`src/rtl/gtbp_pkg.sv`:
```
`default_nettype none

package gtbp_pkg;

    localparam int LANES     = 8;
    localparam int PIX_W     = 8;
    localparam int WORD_W    = LANES * PIX_W;
    localparam int ACC_W     = WORD_W - LANES;
    localparam int GRP_W     = 3;
    localparam int DIM_W     = 14;
    localparam int WIR_W     = 11;
    localparam int ROW_W     = 13;
    localparam int CFG_IDX_W = 2;

    localparam logic [DIM_W-1:0] MAX_WIDTH = DIM_W'(8192);
    localparam logic [DIM_W-1:0] MAX_ROWS  = DIM_W'(8192);

    localparam logic [PIX_W-1:0] THRESHOLD_RST  = PIX_W'(128);
    localparam logic [DIM_W-1:0] ROW_WIDTH_RST  = DIM_W'(8192);
    localparam logic [DIM_W-1:0] IMAGE_ROWS_RST = DIM_W'(1);

    typedef enum logic [CFG_IDX_W-1:0] {
        CFG_THRESHOLD  = 2'd0,
        CFG_ROW_WIDTH  = 2'd1,
        CFG_IMAGE_ROWS = 2'd2
    } cfg_idx_t;

    typedef struct packed {
        logic [WORD_W-1:0] packed_bits;
        logic              row_end;
        logic              image_end;
    } result_t;

endpackage

`default_nettype wire

```
`src/rtl/gtbp_ifs.sv`:
```
`default_nettype none

interface gtbp_pixel_if;
    logic                         valid;
    logic                         ready;
    logic [gtbp_pkg::WORD_W-1:0]  pixel_word;

    modport source (output valid, output pixel_word, input ready);
    modport sink   (input valid, input pixel_word, output ready);
endinterface

interface gtbp_result_if;
    logic                         valid;
    logic                         ready;
    logic [gtbp_pkg::WORD_W-1:0]  packed_bits;
    logic                         row_end;
    logic                         image_end;

    modport source (output valid, output packed_bits, output row_end, output image_end,
                    input ready);
    modport sink   (input valid, input packed_bits, input row_end, input image_end,
                    output ready);
endinterface

interface gtbp_cfg_if;
    logic                            valid;
    logic                            ready;
    logic [gtbp_pkg::CFG_IDX_W-1:0]  index;
    logic [gtbp_pkg::DIM_W-1:0]      data;

    modport source (output valid, output index, output data, input ready);
    modport sink   (input valid, input index, input data, output ready);
endinterface

`default_nettype wire

```
`src/rtl/gtbp_lane.sv`:
```
`default_nettype none

// One pixel compare; masked off past the row end.
module gtbp_lane (
    input  wire logic [gtbp_pkg::PIX_W-1:0] pixel,
    input  wire logic [gtbp_pkg::PIX_W-1:0] threshold,
    input  wire logic                       keep,
    output logic                            bit_out
);

    assign bit_out = keep && (pixel < threshold);

endmodule

`default_nettype wire

```
`src/rtl/gtbp_merge.sv`:
```
`default_nettype none

// Packs lane bits into groups of eight words and tracks row/image position.
module gtbp_merge (
    input  wire logic                        clk,
    input  wire logic                        rst_n,
    input  wire logic                        fire,
    input  wire logic [gtbp_pkg::LANES-1:0]  lane_bits,
    input  wire logic [gtbp_pkg::DIM_W-1:0]  row_width,
    input  wire logic [gtbp_pkg::DIM_W-1:0]  image_rows,
    output logic      [gtbp_pkg::LANES-1:0]  keep,
    output logic                             emit,
    output gtbp_pkg::result_t                res
);
    import gtbp_pkg::*;

    logic [ACC_W-1:0] acc_reg,   acc_next;
    logic [GRP_W-1:0] group_reg, group_next;
    logic [WIR_W-1:0] wir_reg,   wir_next;
    logic [ROW_W-1:0] row_reg,   row_next;

    logic [DIM_W-1:0]  rw_c, rows_c, rw_m1, rows_m1;
    logic [WIR_W-1:0]  words_m1;
    logic [GRP_W-1:0]  valid_m1;
    logic              last_word, last_row;
    logic [WORD_W-1:0] shifted;

    always_comb
    begin
        rw_c = row_width;
        if (row_width == '0)
            rw_c = DIM_W'(1);
        else if (row_width > MAX_WIDTH)
            rw_c = MAX_WIDTH;
        rows_c = image_rows;
        if (image_rows == '0)
            rows_c = DIM_W'(1);
        else if (image_rows > MAX_ROWS)
            rows_c = MAX_ROWS;

        rw_m1    = rw_c - DIM_W'(1);
        rows_m1  = rows_c - DIM_W'(1);
        words_m1 = WIR_W'(rw_m1 >> 3);
        valid_m1 = rw_m1[GRP_W-1:0];

        last_word = wir_reg >= words_m1;
        last_row  = DIM_W'(row_reg) >= rows_m1;

        for (int k = 0; k < LANES; k++)
        begin
            keep[k] = !last_word || (GRP_W'(k) <= valid_m1);
        end

        shifted = WORD_W'(lane_bits) << {group_reg, 3'b000};
        emit    = last_word || (group_reg == GRP_W'(LANES - 1));

        res.packed_bits = {{LANES{1'b0}}, acc_reg} | shifted;
        res.row_end     = last_word;
        res.image_end   = last_word && last_row;

        acc_next   = acc_reg;
        group_next = group_reg;
        wir_next   = wir_reg;
        row_next   = row_reg;
        if (fire)
        begin
            if (last_word)
            begin
                acc_next   = '0;
                group_next = '0;
                wir_next   = '0;
                row_next   = last_row ? '0 : row_reg + ROW_W'(1);
            end
            else if (emit)
            begin
                acc_next   = '0;
                group_next = '0;
                wir_next   = wir_reg + WIR_W'(1);
            end
            else
            begin
                acc_next   = acc_reg | shifted[ACC_W-1:0];
                group_next = group_reg + GRP_W'(1);
                wir_next   = wir_reg + WIR_W'(1);
            end
        end
    end

    always_ff @(posedge clk or negedge rst_n)
    begin
        if (!rst_n)
        begin
            acc_reg   <= '0;
            group_reg <= '0;
            wir_reg   <= '0;
            row_reg   <= '0;
        end
        else
        begin
            acc_reg   <= acc_next;
            group_reg <= group_next;
            wir_reg   <= wir_next;
            row_reg   <= row_next;
        end
    end

endmodule

`default_nettype wire

```
`src/rtl/gray_threshold_bit_packer_core.sv`:
```
// Grey-to-binary threshold packer, eight compare lanes feeding one packing stage.
// Throughput: one word per cycle while the skid entry is empty; every eighth
// word (or a row's last) yields a result, which is registered before output.
// Output register plus one skid entry decouple input ready from output ready.
// Reset (rst_n, async low): counters and accumulator clear, threshold 128,
// row width 8192, one row per image; no clearing pass.
`default_nettype none

module gray_threshold_bit_packer_core (
    input  wire logic   clk,
    input  wire logic   rst_n,
    gtbp_cfg_if.sink    cfg,
    gtbp_pixel_if.sink  pixel_in,
    gtbp_result_if.source result_out
);
    import gtbp_pkg::*;

    // Configuration registers
    logic [PIX_W-1:0] threshold_reg;
    logic [DIM_W-1:0] row_width_reg;
    logic [DIM_W-1:0] image_rows_reg;

    // Output register and skid entry
    result_t out_reg, skid_reg;
    logic    out_valid_reg, skid_valid_reg;

    logic              fire;
    logic              emit;
    logic [LANES-1:0]  keep;
    logic [LANES-1:0]  lane_bits;
    result_t           res;
    logic              out_taken;

    // Config writes are always taken; unknown indexes are dropped.
    assign cfg.ready = 1'b1;

    always_ff @(posedge clk or negedge rst_n)
    begin
        if (!rst_n)
        begin
            threshold_reg  <= THRESHOLD_RST;
            row_width_reg  <= ROW_WIDTH_RST;
            image_rows_reg <= IMAGE_ROWS_RST;
        end
        else if (cfg.valid)
        begin
            unique case (cfg.index)
                CFG_THRESHOLD:  threshold_reg  <= cfg.data[PIX_W-1:0];
                CFG_ROW_WIDTH:  row_width_reg  <= cfg.data;
                CFG_IMAGE_ROWS: image_rows_reg <= cfg.data;
                default:        ;
            endcase
        end
    end

    // Input stalls only when the skid entry is occupied.
    assign pixel_in.ready = !skid_valid_reg;
    assign fire           = pixel_in.valid && !skid_valid_reg;

    // Compare lanes, one per byte of the word
    for (genvar k = 0; k < LANES; k++)
    begin : g_lane
        gtbp_lane u_lane (
            .pixel     (pixel_in.pixel_word[k*PIX_W +: PIX_W]),
            .threshold (threshold_reg),
            .keep      (keep[k]),
            .bit_out   (lane_bits[k])
        );
    end

    // Packing and row/image position
    gtbp_merge u_merge (
        .clk        (clk),
        .rst_n      (rst_n),
        .fire       (fire),
        .lane_bits  (lane_bits),
        .row_width  (row_width_reg),
        .image_rows (image_rows_reg),
        .keep       (keep),
        .emit       (emit),
        .res        (res)
    );

    assign out_taken = out_valid_reg && result_out.ready;

    // Output register with a one-word skid behind it
    always_ff @(posedge clk or negedge rst_n)
    begin
        if (!rst_n)
        begin
            out_valid_reg  <= 1'b0;
            skid_valid_reg <= 1'b0;
        end
        else if (skid_valid_reg)
        begin
            // no input accepted while skid is full
            if (out_taken)
            begin
                skid_valid_reg <= 1'b0;
            end
        end
        else if (!out_valid_reg || result_out.ready)
        begin
            out_valid_reg <= fire && emit;
        end
        else if (fire && emit)
        begin
            skid_valid_reg <= 1'b1;
        end
    end

    always_ff @(posedge clk)
    begin
        if (skid_valid_reg)
        begin
            if (out_taken)
                out_reg <= skid_reg;
        end
        else if (!out_valid_reg || result_out.ready)
        begin
            if (fire && emit)
                out_reg <= res;
        end
        else if (fire && emit)
        begin
            skid_reg <= res;
        end
    end

    assign result_out.valid       = out_valid_reg;
    assign result_out.packed_bits = out_reg.packed_bits;
    assign result_out.row_end     = out_reg.row_end;
    assign result_out.image_end   = out_reg.image_end;

endmodule

`default_nettype wire

```
`src/flat_wrapper.sv`:
```
// flat-port wrapper written by rule: the top's interface ports become plain ports
module gray_threshold_bit_packer_core_flat import gtbp_pkg::*;
  (clk, rst_n, cfg_valid, cfg_index, cfg_data, cfg_ready, pixel_in_valid, pixel_in_pixel_word, pixel_in_ready, result_out_valid, result_out_packed_bits, result_out_row_end, result_out_image_end, result_out_ready);
  gtbp_cfg_if cfg_i ();
  gtbp_pixel_if pixel_in_i ();
  gtbp_result_if result_out_i ();
  input  wire logic clk;
  input  wire logic rst_n;
  input wire logic [$bits(cfg_i.valid)-1:0] cfg_valid;
  input wire logic [$bits(cfg_i.index)-1:0] cfg_index;
  input wire logic [$bits(cfg_i.data)-1:0] cfg_data;
  output wire logic [$bits(cfg_i.ready)-1:0] cfg_ready;
  input wire logic [$bits(pixel_in_i.valid)-1:0] pixel_in_valid;
  input wire logic [$bits(pixel_in_i.pixel_word)-1:0] pixel_in_pixel_word;
  output wire logic [$bits(pixel_in_i.ready)-1:0] pixel_in_ready;
  output wire logic [$bits(result_out_i.valid)-1:0] result_out_valid;
  output wire logic [$bits(result_out_i.packed_bits)-1:0] result_out_packed_bits;
  output wire logic [$bits(result_out_i.row_end)-1:0] result_out_row_end;
  output wire logic [$bits(result_out_i.image_end)-1:0] result_out_image_end;
  input wire logic [$bits(result_out_i.ready)-1:0] result_out_ready;
  assign cfg_i.valid = cfg_valid;
  assign cfg_i.index = cfg_index;
  assign cfg_i.data = cfg_data;
  assign cfg_ready = cfg_i.ready;
  assign pixel_in_i.valid = pixel_in_valid;
  assign pixel_in_i.pixel_word = pixel_in_pixel_word;
  assign pixel_in_ready = pixel_in_i.ready;
  assign result_out_valid = result_out_i.valid;
  assign result_out_packed_bits = result_out_i.packed_bits;
  assign result_out_row_end = result_out_i.row_end;
  assign result_out_image_end = result_out_i.image_end;
  assign result_out_i.ready = result_out_ready;
  gray_threshold_bit_packer_core u_core (.clk(clk), .rst_n(rst_n), .cfg(cfg_i), .pixel_in(pixel_in_i), .result_out(result_out_i));
endmodule
```
`config.mk`:
```
export PLATFORM = sky130hd
export DESIGN_NAME = gray_threshold_bit_packer_core_flat
export DESIGN_NICKNAME = d
export VERILOG_FILES = /design/src/rtl/gtbp_pkg.sv /design/src/rtl/gtbp_ifs.sv /design/src/rtl/gtbp_lane.sv /design/src/rtl/gtbp_merge.sv /design/src/rtl/gray_threshold_bit_packer_core.sv /design/src/flat_wrapper.sv
export SDC_FILE = /design/constraint.sdc
export NUM_CORES = 1
export LEC_CHECK = 0
export ABC_AREA = 1
export CORE_UTILIZATION = 30
export CTS_BUF_LIST = sky130_fd_sc_hd__clkbuf_8
export DETAILED_ROUTE_END_ITERATION = 8
export DONT_BUFFER_PORTS = 1
export GPL_ROUTABILITY_DRIVEN = 0
export GPL_TIMING_DRIVEN = 0
export SLEW_MARGIN = 0
export SYNTH_ARGS = -nofsm -noshare
export SYNTH_HDL_FRONTEND = slang
export SYNTH_SLANG_ARGS = --single-unit
```
`constraint.sdc`:
```
create_clock -name clk -period 10.14 [get_ports clk]
set_input_delay 0.507 -clock clk [delete_from_list [all_inputs] [get_ports clk]]
set_output_delay 0.507 -clock clk [all_outputs]
set_load 0.05 [all_outputs]
```
==> results of run 1 <==
[cells in the mapped netlist (2+ instances only)]
cell and instances:
a21o_1 2, a21oi_1 49, buf_1 2, buf_2 14, buf_4 6, clkbuf_1 28, dfrtp_1 118, dfstp_2 3
edfxtp_1 132, ha_1 89, inv_1 102, inv_2 3, nand2_1 437, nand2_2 4, nand2_4 4, nand3_1 34
nand3_2 4, nand4_1 41, nor2_1 119, nor2_2 3, nor2b_1 3, nor3_1 14, nor3b_1 5, nor4_1 7
o211ai_1 3, o21a_1 2, o21ai_0 110, o21bai_1 14, o21bai_2 20, o31ai_1 2, o41ai_1 2, xnor2_1 10
xor2_1 16
[timing repair]
item | CTS | global route
hold buffers | 2 | 0
buffers inserted | 0 | 0
endpoints found under the hold margin | 121 | 0
[logic make-up after synthesis]
kind of cell | count (synthesis) | share of synthesized area, %
AOI/OAI and AO/OA | 211 | 9.66
xor gates and xnor gates | 26 | 1.73
adders and majority gates | 89 | 8.48
buffers and inverters | 157 | 4.88
DFF | 253 | 53.3
other | 1 | 0.0285
and+or+nand+nor | 683 | 22.0
[worst paths after layout]
path / from / endpoint / depth (start not counted)
worst max-delay path: u_core.row_width_reg[6] / u_core.skid_reg[35] / 28
worst min register to register: u_core.u_merge.acc_reg[38] / u_core.u_merge.acc_reg[38] / 2
worst min-delay path: cfg_data[13] / u_core.row_width_reg[13] / 2
max in group asynchronous: rst_n / u_core.image_rows_reg[8] / 2
min in group asynchronous: rst_n / u_core.u_merge.acc_reg[9] / 2
worst max register to register: u_core.row_width_reg[6] / u_core.skid_reg[35] / 28
[worst max-delay path, delay by kind of cell, from the launching register on]
kind	cells	cell delay, ns
DFF	1	0.43
xor gates and xnor gates	1	0.15
buffers and inverters	8	1.26
and+or+nand+nor	16	2.49
AOI/OAI and AO/OA	1	0.11
adders and majority gates	2	0.55
[power groups by stage]
stage               Clock (mW)  Combinational (mW)  Sequential, mW
floorplan                    0               0.846            1.66
global placement             0                1.10            1.71
detailed placement           0                1.16            1.69
CTS                      0.917                1.17            1.68
global route             0.963                1.34            1.70
finish                   0.889                1.17            1.67
[cell type report]
type,instances,area (µm²),share of cell area [%]
clock buffers,48,661,4.44
repair buffers,10,156,1.05
multi-input cells,1011,5520,37.1
inverters,106,398,2.67
flip-flops and latches,253,7000,47.0
clock inverters,32,170,1.14
well taps,585,732,4.92
plain buffers,51,243,1.63
[routing by layer]
layer  up-vias  share of wire, %  wire [µm]
met5         -             0.040         13
met4         2               2.9        940
met3        65               5.5       1790
met2       258                47      15500
met1      4672                44      14500
li1       4892                 -          -
[stage by stage]
step,instances,hold WS (ns),power (mW)
final,2096,0.140,3.73
after detailed placement,2014,0.225,2.85
after floorplan,1421,0.211,2.51
after global routing,2096,0.135,4.00
after CTS,2096,0.0921,3.77
after global placement,2006,0.225,2.81
==> run_results.csv, run 1 <==
group,metric,value,unit
placed_design,portBuffers,0,
power,sequentialPowerShare,44.9,%
sta,min_period,5.29,ns
clocking,ctsResizeCount,0,
setup_path,path_max_fanout,13,
worst_hold_path,min_path_type,"primary input to flip-flop",
power,ir_worst_vdd,0.0949,mV
sta,rsz0062_at_grt,"false",
layout,final.fill_count,4459,
sta,min_period_over_period,52.2,%
layout,nNetsFinal,1651,
layout,drive_above_1_share,8.80,%
clocking,clock-sinks,253,
sta,tns,0,ns
outcome,status,"finished clean",
logic_synthesis,synthArstFlopShare,47.8,%
drt,drc,0,
power,p_leak,6.77,nW
drt,wl_per_cell,15.6,µm
logic_synthesis,synth_warnings,0,
placed_design,placed_cell_area,0.0140,mm²
clocking,cts_tree,"done",
setup_path,cpMostUsedCell,"nor2_1",
logic_synthesis,synth.area.top_cells,"edfxtp_1 (30%), dfrtp_1 (22%), nand2_1 (12%), ha_1 (8.5%), o21ai_0 (4.2%)",
power,power.share.clock,23.8,%
logic_synthesis,yosysTopAreaCellShare,30.2,%
sta,setup_violations,0,
setup_path,crit_required,10.42,ns
logic_synthesis,synth.avg_cell_area,9.25,µm²
grt,met2_usage,24.5,%
drt,antenna_left,0,
logic_synthesis,ys.flop_type,"edfxtp_1",
grt,grt_use_total,15.0,%
logic_synthesis,yosysSeqAreaShare,53.3,%
grt,grt_start_max_net_pins,122,
layout,largest_register_ffs,66,
setup_path,crit_arrival,5.57,ns
layout,final_common_cell,"nand2_1",
layout,diodes,0,
placed_design,dp_hpwl,24400,µm
setup_path,path_class,"flip-flop to flip-flop",
logic_synthesis,synth-seq-cells,253,
drt,dr.pass1.iters,5,
sta,slew_headroom,47.0,%
power,p_sw_share,40.3,%
layout,utilization,34.5,%
die,start_util,30.4,%
drt,vias,9889,
sta,fin_ws,4.85,ns
power,p_int,2.22,mW
power,combPwrFrac,31.3,%
die,fp.dieH,211,µm
power,pwr_density_cell,251,mW/mm²
setup_path,max_stage_delay,0.67,ns
grt,overflow,0,
logic_synthesis,synth.largest_area_cell,"edfxtp_1",
layout,syn_to_final_growth,13.2,%
sta,tightest_slew,0.791,ns
sta,finalHoldViolations,0,
drt,drt_iter0_drc,609,
logic_synthesis,syn_inst,1420,
sta,fin_skew,0.0174,ns
clocking,cts.path.max_buffers,3,
clocking,cts_made_buffers,44,
setup_path,worstSetupStartpointType,"flip-flop",
clocking,h-tree-depth,2,
clocking,root_buffer,"clkbuf_8",
power,p_sw,1.50,mW
die,rows,76,
grt,grt-busiest-layer,"met2",
placed_design,post-place-ws,4.81,ns
sta,fmax,189,MHz
grt,grt_pass1_wl,52600,µm
die,die-width,211,µm
drt,drt-total-wl,32700,µm
grt,grt_use_met3,3.21,%
layout,mostFrequentLayoutCells,"nand2_1 (437), edfxtp_1 (132), inv_1 (123)",
drt,viasPerCell,4.72,
setup_path,r2r_slack,4.85,ns
run,cap_violations,0,
logic_synthesis,synth_area,0.0131,mm²
logic_synthesis,synth-edff-count,132,
logic_synthesis,ys_types,51,
clocking,worstSkewPairLatency,0.58,ns
die,io_pins,154,
die,coreArea,0.0432,mm²
die,dieArea,0.0446,mm²
sta,finalMaxSlewViolations,0,
layout,fin_area,0.0149,mm²
grt,grt_pass1_vias,9718,
grt,antenna_found_initial,1,
setup_path,slowest_stage,"nor3_2",
clocking,path_clk_slew,0.06,ns
setup_path,cp-end-kind,"flip-flop",
grt,grt_use_met1,19.3,%
(Power assumes the default switching activity.)
==> inputs of run 2 (changes only) <==
==> constraint.sdc (replaced) <==
create_clock -name clk -period 5.12 [get_ports clk]
set_input_delay 0.256 -clock clk [delete_from_list [all_inputs] [get_ports clk]]
set_output_delay 0.256 -clock clk [all_outputs]
set_load 0.05 [all_outputs]
==> run 2 against run 1 <==
  * Maximum frequency increased by 13%
  * Critical path type unchanged
  * Design area up 2.3%
  * Hold slack got worse by 0.085 ns
  * Non-clock buffer count up 27
==> run_results.csv, run 2 (synthesis results as in run 1) <==
group,metric,value,unit
outcome,status,"finished clean",
setup_path,worstSetupStartpointType,"flip-flop",
clocking,ctsResizeCount,0,
drt,drt-total-wl,32900,µm
grt,grt_use_total,15.2,%
clocking,clock-sinks,253,
die,rows,76,
sta,min_period,4.68,ns
drt,antenna_left,0,
clocking,cts_tree,"done",
sta,min_period_over_period,91.4,%
clocking,h-tree-depth,2,
run,cap_violations,0,
clocking,worstSkewPairLatency,0.58,ns
drt,vias,10000,
sta,hold_ws,0.0559,ns
setup_path,crit_arrival,5.01,ns
power,pwr_density_cell,493,mW/mm²
sta,finalHoldViolations,0,
layout,final.fill_count,4428,
worst_hold_path,min_path_type,"primary input to flip-flop",
die,die-width,211,µm
clocking,root_buffer,"clkbuf_8",
die,fp.dieH,211,µm
layout,diodes,0,
grt,grt_pass1_vias,9990,
die,start_util,30.4,%
power,p_leak,6.92,nW
placed_design,post-place-ws,0.265,ns
sta,finalMaxSlewViolations,0,
layout,ff_latch_area,0.00700,mm²
layout,final_common_cell,"nand2_1",
sta,rsz0062_at_grt,"false",
layout,utilization,35.2,%
power,ir_worst_vdd,0.194,mV
setup_path,path_max_fanout,18,
sta,slew_headroom,47.5,%
grt,grt_start_max_net_pins,122,
layout,largest_register_ffs,66,
placed_design,portBuffers,0,
setup_path,path_class,"flip-flop to flip-flop",
setup_path,cp-end-kind,"flip-flop",
power,p_total,7.49,mW
drt,wl_per_cell,15.5,µm
drt,drc,0,
drt,drt_iter0_drc,678,
sta,tightest_slew,0.788,ns
die,io_pins,154,
grt,grt_pass1_wl,53500,µm
clocking,path_clk_slew,0.06,ns
layout,drive_above_1_share,9.61,%
sta,setup_violations,0,
sta,fmax,214,MHz
clocking,cts_made_buffers,44,
clocking,cts.path.max_buffers,3,
grt,overflow,0,
layout,syn_to_final_growth,15.8,%
die,coreArea,0.0432,mm²
placed_design,dp_hpwl,24400,µm
grt,antenna_found_initial,0,
sta,fin_ws,0.441,ns
layout,mostFrequentLayoutCells,"nand2_1 (437), edfxtp_1 (132), inv_1 (119), nor2_1 (119), dfrtp_1 (118)",
layout,nNetsFinal,1678,
die,dieArea,0.0446,mm²
sta,fin_skew,0.0220,ns
drt,dr.pass1.iters,4,
layout,multiInputGateArea,0.00553,mm²
drt,viasPerCell,4.71,
setup_path,crit_required,5.45,ns
sta,tns,0,ns
run 2: cell count changes in the layout (fill, tap and decap cells not counted), sizes merged:
cell         previous run  this run
buf                    32        43
clkbuf                 76        77
dlygate4sd3             1        17
clkinv                  8        11
clkinvlp                1         2
inv                   128       125
run 2: timing repair:
| action | CTS | global route |
|---|---|---|
| hold buffers | 18 | 0 |
| endpoints found under the setup margin | 0 | 89 |
| buffers inserted | 0 | 13 |
| endpoints found under the hold margin | 165 | 0 |
run 2: area by class of cell:
cell class              instances  share of cell area (%)
clock inverters                33                    1.24
clock buffers                  49                    4.43
repair buffers                 37                    2.98
well taps                     585                    4.81
multi-input cells            1011                    36.3
plain buffers                  51                    1.60
inverters                     106                    2.62
flip-flops and latches        253                    46.0
run 2: critical path, stage by stage, from the launching register on:
cell and delay, ns:
dfrtp_1 0.44, or2_0 0.24, nor2_1 0.13, nand2_2 0.08, nand2_4 0.12, inv_1 0.05, nor2_1 0.22, inv_1 0.13
ha_1 0.26, nand3_1 0.13, nor2_1 0.05, nand2_1 0.09, nor2_1 0.08, nand3_1 0.08, xor2_1 0.15, inv_1 0.06
ha_1 0.29, nand2_1 0.07, nor2_1 0.05, and2_1 0.14, nand2_1 0.11, nand4_4 0.19, o21ai_1 0.21, clkbuf_1 0.47
nor3_4 0.09, buf_12 0.16, buf_8 0.15, buf_16 0.16
run 2: stage by stage:
| step | instances | area (µm²) |
|---|---|---|
| after CTS | 2112 | 15100 |
| after floorplan | 1421 | 13200 |
| after detailed placement | 2012 | 14000 |
| after global routing | 2125 | 15200 |
| final | 2125 | 15200 |
| after global placement | 2006 | 13900 |
run 2: per-layer routing:
layer	global-route usage, %	share of wire [%]	vias to the layer above
met5	0	0	-
li1	-	-	4940
met4	6.15	3.5	0
met1	19.3	44	4749
met2	25.3	48	238
met3	2.90	4.4	74
run 2: path summary, 6_finish.rpt:
kind | depth (start not counted) | end | slack (ns) | from
setup / recovery | 27 | u_core.skid_reg[41] | 0.44 | u_core.row_width_reg[6]
setup reg to reg | 27 | u_core.skid_reg[41] | 0.44 | u_core.row_width_reg[6]
hold reg to reg | 2 | u_core.u_merge.acc_reg[41] | 0.47 | u_core.u_merge.acc_reg[41]
hold / removal | 3 | u_core.threshold_reg[7] | 0.06 | cfg_valid
min in group asynchronous | 2 | u_core.u_merge.row_reg[8] | 0.28 | rst_n
max in group asynchronous | 2 | u_core.u_merge.acc_reg[5] | 4.31 | rst_n
run 2: power by group:
group | leakage, nW | switching, mW | internal (mW) | total [mW]
registers | 2.78 | 0.603 | 2.71 | 3.32
logic | 3.64 | 1.55 | 0.817 | 2.37
clock network | 0.503 | 0.865 | 0.944 | 1.81
